===== config.mk =====
export PLATFORM = sky130hd
export DESIGN_NAME = calendar_clock_with_alarm
export DESIGN_NICKNAME = d
export VERILOG_FILES = /design/src/hdl/cca_pkg.sv /design/src/hdl/calendar_clock_with_alarm.sv
export SDC_FILE = /design/constraint.sdc
export NUM_CORES = 1
export LEC_CHECK = 0
export BUFFER_PORTS_ARGS = -buffer_cell sky130_fd_sc_hd__buf_2
export CORE_AREA = 2 2 115 117
export DETAILED_ROUTE_END_ITERATION = 8
export DIE_AREA = 0 0 117 119
export PLACE_DENSITY = 0.75
export SETUP_SLACK_MARGIN = 0.5
export SYNTH_ARGS = -nofsm -noshare
export SYNTH_HDL_FRONTEND = slang
export SYNTH_SLANG_ARGS = --single-unit
export TNS_END_PERCENT = 30

===== constraint.sdc =====
create_clock -name clk -period 3.8 [get_ports clk]
set_input_delay 0.76 -clock clk [delete_from_list [all_inputs] [get_ports clk]]
set_output_delay 0.76 -clock clk [all_outputs]
set_load 0.05 [all_outputs]

===== src/hdl/cca_pkg.sv =====
// ----------------------------------------------------------------------------
// cca_pkg - shared definitions for the calendar clock with alarm
// Field widths, reset values, wrap limits and configuration indexes.
// ----------------------------------------------------------------------------
package cca_pkg;

  // field widths
  localparam int TICK_W    = 10;
  localparam int SEC_W     = 6;
  localparam int MIN_W     = 6;
  localparam int HOUR_W    = 5;
  localparam int DAY_W     = 5;
  localparam int MONTH_W   = 4;
  localparam int YEAR_W    = 14;
  localparam int WDAY_W    = 3;
  localparam int CHIME_W   = 3;
  localparam int CFG_IDX_W = 2;
  localparam int CFG_DAT_W = 10;
  localparam int IN_BYTES_W  = 8;
  localparam int OUT_BYTES_W = 48;

  // configuration register indexes
  localparam logic [CFG_IDX_W-1:0] CFG_TICK_LIMIT   = 2'd0;
  localparam logic [CFG_IDX_W-1:0] CFG_ALARM_HOUR   = 2'd1;
  localparam logic [CFG_IDX_W-1:0] CFG_ALARM_MINUTE = 2'd2;

  // reset values
  localparam logic [TICK_W-1:0]  TICK_LIMIT_RST = 10'd100;
  localparam logic [YEAR_W-1:0]  YEAR_RST       = 14'd2000;
  localparam logic [CHIME_W-1:0] CHIME_RST      = 3'd5;
  localparam logic [CHIME_W-1:0] CHIME_RELOAD   = 3'd4;

  // wrap limits
  localparam logic [SEC_W-1:0]   SEC_LAST   = 6'd59;
  localparam logic [MIN_W-1:0]   MIN_LAST   = 6'd59;
  localparam logic [HOUR_W-1:0]  HOUR_LAST  = 5'd23;
  localparam logic [MONTH_W-1:0] MONTH_LAST = 4'd12;
  localparam logic [YEAR_W-1:0]  YEAR_LAST  = 14'd9999;
  localparam logic [WDAY_W-1:0]  WDAY_LAST  = 3'd6;

  // time and date of the calendar
  typedef struct packed {
    logic [SEC_W-1:0]   sec;
    logic [MIN_W-1:0]   min;
    logic [HOUR_W-1:0]  hour;
    logic [DAY_W-1:0]   day;
    logic [MONTH_W-1:0] month;
    logic [YEAR_W-1:0]  year;
    logic [WDAY_W-1:0]  wday;
  } cca_time_t;

endpackage


===== src/hdl/calendar_clock_with_alarm.sv =====
// ----------------------------------------------------------------------------
// calendar_clock_with_alarm - tick driven calendar clock with alarm and chime
// Prescaler, second to year carry chain, alarm latch and hourly chime.
// ----------------------------------------------------------------------------
// Usage:
//   Each in_ beat is one timer tick and carries the current month length and
//   an alarm stop flag. Each tick gives exactly one out_ beat with the time,
//   date, weekday, a second strobe, the alarm state and the buzzer level,
//   all taken after the tick was handled.
//   The cfg_ port writes tick_limit, alarm_hour and alarm_minute; write it
//   only while no tick is in flight.
// Pipeline and throughput:
//   a tick is registered at the input, then the carry chain and alarm logic
//   update the calendar registers and the output register together; one
//   tick per cycle sustained while out_tready stays high.
// Reset:
//   synchronous, active low; the calendar returns to 2000-01-01 00:00:00,
//   alarm and chime clear, tick_limit returns to 100.
// Stall:
//   when out_tready is low the result beat holds; one more tick is held in
//   the input register, after that in_tready drops.
// ----------------------------------------------------------------------------
module calendar_clock_with_alarm (
  input  logic                          clk,
  input  logic                          rst_n,
  // configuration write port
  input  logic                          cfg_we,
  input  logic [cca_pkg::CFG_IDX_W-1:0] cfg_addr,
  input  logic [cca_pkg::CFG_DAT_W-1:0] cfg_wdata,
  // tick input
  input  logic                          in_tvalid,
  output logic                          in_tready,
  // [4:0] days_in_month, [5] stop_alarm, [7:6] zero
  input  logic [cca_pkg::IN_BYTES_W-1:0] in_tdata,
  // result output
  output logic                          out_tvalid,
  input  logic                          out_tready,
  // [5:0] second_now, [11:6] minute_now, [16:12] hour_now, [21:17] day_now,
  // [25:22] month_now, [39:26] year_now, [42:40] weekday_now,
  // [43] second_strobe, [44] alarm_on, [45] buzzer_on, [47:46] zero
  output logic [cca_pkg::OUT_BYTES_W-1:0] out_tdata
);
  import cca_pkg::*;

  // configuration registers
  logic [TICK_W-1:0]  tick_limit_r;
  logic [HOUR_W-1:0]  alarm_hour_r;
  logic [MIN_W-1:0]   alarm_minute_r;

  // input stage
  logic               s1_valid_r;
  logic [DAY_W-1:0]   s1_dim_r;
  logic               s1_stop_r;

  // calendar state
  cca_time_t          time_r, time_nxt;
  logic [TICK_W-1:0]  tick_count_r, tick_count_nxt;
  logic               alarm_r, alarm_nxt;
  logic               chime_act_r, chime_act_nxt;
  logic [CHIME_W-1:0] chime_steps_r, chime_steps_nxt;
  logic               buzzer_r, buzzer_nxt;
  logic               strobe_nxt;

  // output stage
  logic                   out_valid_r;
  logic [OUT_BYTES_W-1:0] out_data_r, out_data_nxt;

  logic out_adv;
  logic s1_fire;
  logic alarm_kept;
  logic chime_on;
  logic alarm_match;

  assign out_adv    = !out_valid_r || out_tready;
  assign s1_fire    = s1_valid_r && out_adv;
  assign in_tready  = !s1_valid_r || out_adv;
  assign out_tvalid = out_valid_r;
  assign out_tdata  = out_data_r;

  // prescaler, carry chain, alarm and chime for one tick
  always_comb begin
    time_nxt        = time_r;
    tick_count_nxt  = tick_count_r;
    chime_act_nxt   = chime_act_r;
    chime_steps_nxt = chime_steps_r;
    buzzer_nxt      = buzzer_r;
    strobe_nxt      = 1'b0;
    alarm_kept      = alarm_r && !s1_stop_r;
    alarm_nxt       = alarm_kept;
    chime_on        = chime_act_r;
    alarm_match     = 1'b0;

    if (tick_count_r < tick_limit_r) begin
      tick_count_nxt = tick_count_r + 10'd1;
    end else begin
      tick_count_nxt = '0;
      strobe_nxt     = 1'b1;

      // carry chain from seconds up to the year
      if (time_r.sec < SEC_LAST) begin
        time_nxt.sec = time_r.sec + 6'd1;
      end else begin
        time_nxt.sec = '0;
        if (time_r.min < MIN_LAST) begin
          time_nxt.min = time_r.min + 6'd1;
        end else begin
          time_nxt.min = '0;
          if (time_r.hour < HOUR_LAST) begin
            time_nxt.hour = time_r.hour + 5'd1;
          end else begin
            time_nxt.hour = '0;
            time_nxt.wday = (time_r.wday >= WDAY_LAST) ? '0 : time_r.wday + 3'd1;
            if (time_r.day < s1_dim_r) begin
              time_nxt.day = time_r.day + 5'd1;
            end else begin
              time_nxt.day = 5'd1;
              if (time_r.month < MONTH_LAST) begin
                time_nxt.month = time_r.month + 4'd1;
              end else begin
                time_nxt.month = 4'd1;
                time_nxt.year  = (time_r.year >= YEAR_LAST) ? '0
                                                            : time_r.year + 14'd1;
              end
            end
          end
        end
      end

      // full hour starts the chime
      chime_on = chime_act_r || (time_nxt.sec == '0 && time_nxt.min == '0);

      // alarm latches at second zero of the set hour and minute
      alarm_match = (time_nxt.sec == '0) && (time_nxt.hour == alarm_hour_r) &&
                    (time_nxt.min == alarm_minute_r);
      alarm_nxt   = alarm_kept || alarm_match;

      // buzzer follows the alarm unless the chime drives it
      buzzer_nxt    = alarm_nxt;
      chime_act_nxt = chime_on;
      if (chime_on) begin
        if (chime_steps_r == '0) begin
          chime_act_nxt   = 1'b0;
          chime_steps_nxt = CHIME_RELOAD;
        end else begin
          buzzer_nxt      = !chime_steps_r[0];
          chime_steps_nxt = chime_steps_r - 3'd1;
        end
      end
    end

    out_data_nxt = {2'b00, buzzer_nxt, alarm_nxt, strobe_nxt, time_nxt.wday,
                    time_nxt.year, time_nxt.month, time_nxt.day, time_nxt.hour,
                    time_nxt.min, time_nxt.sec};
  end

  // control, configuration and calendar state
  always_ff @(posedge clk) begin
    if (!rst_n) begin
      tick_limit_r   <= TICK_LIMIT_RST;
      alarm_hour_r   <= '0;
      alarm_minute_r <= '0;
      s1_valid_r     <= 1'b0;
      out_valid_r    <= 1'b0;
      tick_count_r   <= '0;
      time_r.sec     <= '0;
      time_r.min     <= '0;
      time_r.hour    <= '0;
      time_r.day     <= 5'd1;
      time_r.month   <= 4'd1;
      time_r.year    <= YEAR_RST;
      time_r.wday    <= '0;
      alarm_r        <= 1'b0;
      chime_act_r    <= 1'b0;
      chime_steps_r  <= CHIME_RST;
      buzzer_r       <= 1'b0;
    end else begin
      // register writes
      if (cfg_we) begin
        case (cfg_addr)
          CFG_TICK_LIMIT:   tick_limit_r   <= cfg_wdata;
          CFG_ALARM_HOUR:   alarm_hour_r   <= cfg_wdata[HOUR_W-1:0];
          CFG_ALARM_MINUTE: alarm_minute_r <= cfg_wdata[MIN_W-1:0];
          default: ;
        endcase
      end
      if (in_tready) begin
        s1_valid_r <= in_tvalid;
      end
      if (out_adv) begin
        out_valid_r <= s1_valid_r;
      end
      if (s1_fire) begin
        tick_count_r  <= tick_count_nxt;
        time_r        <= time_nxt;
        alarm_r       <= alarm_nxt;
        chime_act_r   <= chime_act_nxt;
        chime_steps_r <= chime_steps_nxt;
        buzzer_r      <= buzzer_nxt;
      end
    end
  end

  // payload registers
  always_ff @(posedge clk) begin
    if (in_tready && in_tvalid) begin
      s1_dim_r  <= in_tdata[DAY_W-1:0];
      s1_stop_r <= in_tdata[DAY_W];
    end
    if (s1_fire) begin
      out_data_r <= out_data_nxt;
    end
  end

endmodule


==> results.sh <==
export IMPL_reg2reg_depth=10
export IMPL_r2r_start="time_r[37]$_SDFFE_PN0P_"
export IMPL_num_nets_final=863
export IMPL_timing_setup_tns_ns=0
export IMPL_initial_core_util_pct=53.5
export IMPL_num_fill_cells=1071
export IMPL_worstMarginPinSlew_ns=1.02
export IMPL_rsz0062_at_grt="false"
export IMPL_grt_pass1_wl_mm=26.1
export IMPL_clock_path_buffers=2
export IMPL_clock_latency_ns=0.42
export IMPL_route_vias_total=5887
export IMPL_diodes=0
export IMPL_multiInputGateArea_um2=3380
export IMPL_postCtsSetupBuffers=0
export IMPL_pwr_density_cell_nw_per_um2=442
export IMPL_synth_ff_type="dfxtp_1"
export IMPL_netlist_cell_type_count=74
export IMPL_cts_hold_buf=0
export IMPL_grt_overflow=0
export IMPL_grt_pass1_vias=5431
export IMPL_port_buffer_count=70
export IMPL_fmax_mhz=325
export IMPL_fin_skew_ns=0.00725
export IMPL_synthCells=750
export IMPL_p_sw_uw=785
export IMPL_synth_edf_count=52
export IMPL_power_share_sequential_pct=43.7
export IMPL_finalSetupViolations=0
export IMPL_ioPinCount=75
export IMPL_arrival_ns=3.42
export IMPL_cap_violations=0
export IMPL_yosys_warnings=0
export IMPL_finalHoldViolCount=0
export IMPL_via_per_inst=5.86
export IMPL_drive_gt1_share_pct=17.5
export IMPL_antenna_left=0
export IMPL_wl_per_cell_um=15.7
export IMPL_drt_iter0_drc=529
export IMPL_netlist_area_um2=6880
export IMPL_die_h_um=119
export IMPL_startpoint_type="flip-flop"
export IMPL_core_area_um2=12900
export IMPL_slew_viol_final=0
export IMPL_switching_share_pct=22.2
export IMPL_reg2reg_setup_slack_ns=0.72
export IMPL_rows=42
export IMPL_yosysTopAreaCellShare_pct=23.9
export IMPL_slew_headroom_pct=31.6
export IMPL_remaining_drc_errors=0
export IMPL_yosys_top_cells_count="82 x dfxtp_1, 79 x nand2_1, 74 x nor2_1"
export IMPL_synth_avg_cell_area_um2=9.18
export IMPL_synthTopCellsByArea="dfxtp_1 24%, edfxtp_1 23%, o21ai_0 5.2%, nand2_1 4.3%, ha_1 4.2%"
export IMPL_die_w_um=117
export IMPL_drt_total_wl_mm=15.8
export IMPL_seqCellArea_um2=3200
export IMPL_hold_path_class="reg2reg"
export IMPL_hold_end="tick_limit_r[1]$_SDFFE_PN0P_"
export IMPL_clk_pin_slew_ns=0.06
export IMPL_hpwl_mm=10.7
export IMPL_synth_most_common_cell="dfxtp_1"
export IMPL_firstDrtPassIters=5
export IMPL_synth_largest_area_cell="dfxtp_1"
export IMPL_period_minus_slack_ns=3.08
export IMPL_cp_end_kind="flip-flop"
export IMPL_period_share_pct=80.9
export IMPL_cts_buffers=17
export IMPL_status="finished, final reports clean"
export IMPL_ys_async_sr_fraction_pct=0
export IMPL_antenna_found_initial=0
export IMPL_synth_seq_cells=134
export IMPL_whs_path_depth=2
export IMPL_pwr_share_clk_pct=50.6
export IMPL_ir_worst_vdd_v=0.000255
export IMPL_die_area_um2=13900
export IMPL_required_ns=4.15
export IMPL_synth_seq_area_share_pct=46.5
export IMPL_internal_power_mw=2.75
export IMPL_cts_resized=0
export IMPL_grtUsageTotal_pct=23.7
export IMPL_postLayoutCoreUtil_pct=62.2
export IMPL_timing_rr_end="buzzer_r$_SDFFE_PN0P_"
export IMPL_cts_tree="yes"
export IMPL_gp_congestion=0.853
export IMPL_numClockSinks=134
export IMPL_min_delay_start="tick_limit_r[1]$_SDFFE_PN0P_"
export IMPL_area_growth_pct=16.3
export IMPL_p_leak_nw=3.05
export IMPL_h_tree_depth=4
export IMPL_path_max_fanout=16
export IMPL_root_buffer="clkbuf_16"
export IMPL_power_frac_comb_pct=5.8
export IMPL_grt_max_degree=55
export IMPL_critPathKind="reg2reg"
## registers in the layout, summed over array words and instances, names as in the netlist
| name | count |
|---|---|
| alarm_hour_r | 5 |
| alarm_minute_r | 6 |
| alarm_r | 1 |
| buzzer_r | 1 |
| chime_act_r | 1 |
| chime_steps_r | 3 |
| out_tdata | 46 |
| out_tvalid | 1 |
| s1_dim_r | 5 |
| s1_stop_r | 1 |
| s1_valid_r | 1 |
| tick_count_r | 10 |
| tick_limit_r | 10 |
| time_r | 43 |
## power by group through the flow
stage                     registers, mW  logic [mW]  clock network, mW
final                              1.55       0.204               1.79
after global routing               1.55       0.221               1.87
after CTS                          1.55       0.206               1.81
after detailed placement           1.58       0.206                  0
after global placement             1.57       0.200                  0
after floorplan                    1.64      0.0784                  0
## cell usage in the layout, fill, tap and decap left out, drive strengths merged, types with 4 or more instances in the layout
cell    Yosys  routed
nand4       6       6
a31oi      11      11
nand3      30      30
and3       10      10
buf        18      84
xnor2       6       6
or2         4       4
o21ai      73      73
xor2       10      10
or3        12      12
and2       13      13
edfxtp     52      52
nand3b      6       6
ha         23      23
nand2      81      81
bufinv      0       5
inv        26      26
a211oi      4       4
clkinv      0       8
dfxtp      82      82
nand4b      4       4
nand2b     13      13
mux2        5       5
mux2i      17      17
nor4        7       7
o31ai      10      10
a21oi      49      49
o21a        4       4
o211ai     12      12
a21o        9       9
clkbuf     21      18
nor2       76      76
nor3       13      13
## cell type report
type,count,share of cell area (%)
repair buffers,84,5.69
flip-flops and latches,134,40.0
multi-input cells,552,42.2
clock buffers,18,5.49
well taps,176,2.75
clock inverters,14,2.58
inverters,26,1.22
## worst max-delay path, cell delays in order, from the launching register on
cell and delay, ns:
dfxtp_1 0.45, ha_1 0.42, o2111ai_4 0.31, nor2_4 0.34, buf_4 0.18, a21oi_1 0.12, xor2_1 0.17, nor4_1 0.31
nand4_1 0.27, a31o_1 0.31, a21oi_2 0.10
## metal layers
| layer | part of all wire, % | track usage [%] | wire (um) |
|---|---|---|---|
| met1 | 43 | 30.6 | 6770 |
| met2 | 50 | 38.7 | 7900 |
| met3 | 4.8 | 4.94 | 753 |
| met4 | 2.3 | 9.41 | 371 |
| met5 | 0 | 0 | 0 |
## cells by family after synthesis
kind of cell	synth area share, %
AND/OR/NAND/NOR	20.5
AO/OA/AOI/OAI	19.0
flip-flops	46.5
buffers and inverters	4.40
adder cells (fa/ha/maj)	4.18
multiplexers	3.29
XOR/XNOR	2.04
other	0.0545
## how the worst max path moves through the flow
stage,startpoint,slack [ns],end,cells past startpoint
after floorplan,out_tready,0.71,tick_count_r[2]$_SDFFE_PN0P_,7
after global placement,time_r[37]$_SDFFE_PN0P_,0.80,out_tdata[31]$_DFFE_PP_,7
after detailed placement,time_r[37]$_SDFFE_PN0P_,0.73,out_tdata[31]$_DFFE_PP_,7
after CTS,time_r[37]$_SDFFE_PN0P_,0.70,out_tdata[31]$_DFFE_PP_,7
after global routing,time_r[37]$_SDFFE_PN0P_,0.50,out_tdata[31]$_DFFE_PP_,7
final,time_r[37]$_SDFFE_PN0P_,0.72,buzzer_r$_SDFFE_PN0P_,10
## stage by stage
step	total power, mW	setup WS [ns]	hold slack [ns]	cell area [um2]	std cells
floorplan	1.72	0.712	0.436	6890	751
detailed placement	1.78	0.733	0.450	7310	966
CTS	3.56	0.698	0.457	7960	998
global route	3.64	0.501	0.473	8000	1004
global placement	1.77	0.799	0.446	7310	966
finish	3.54	0.725	0.456	8000	1004
No activity file was read; power rests on OpenSTA's default activity.
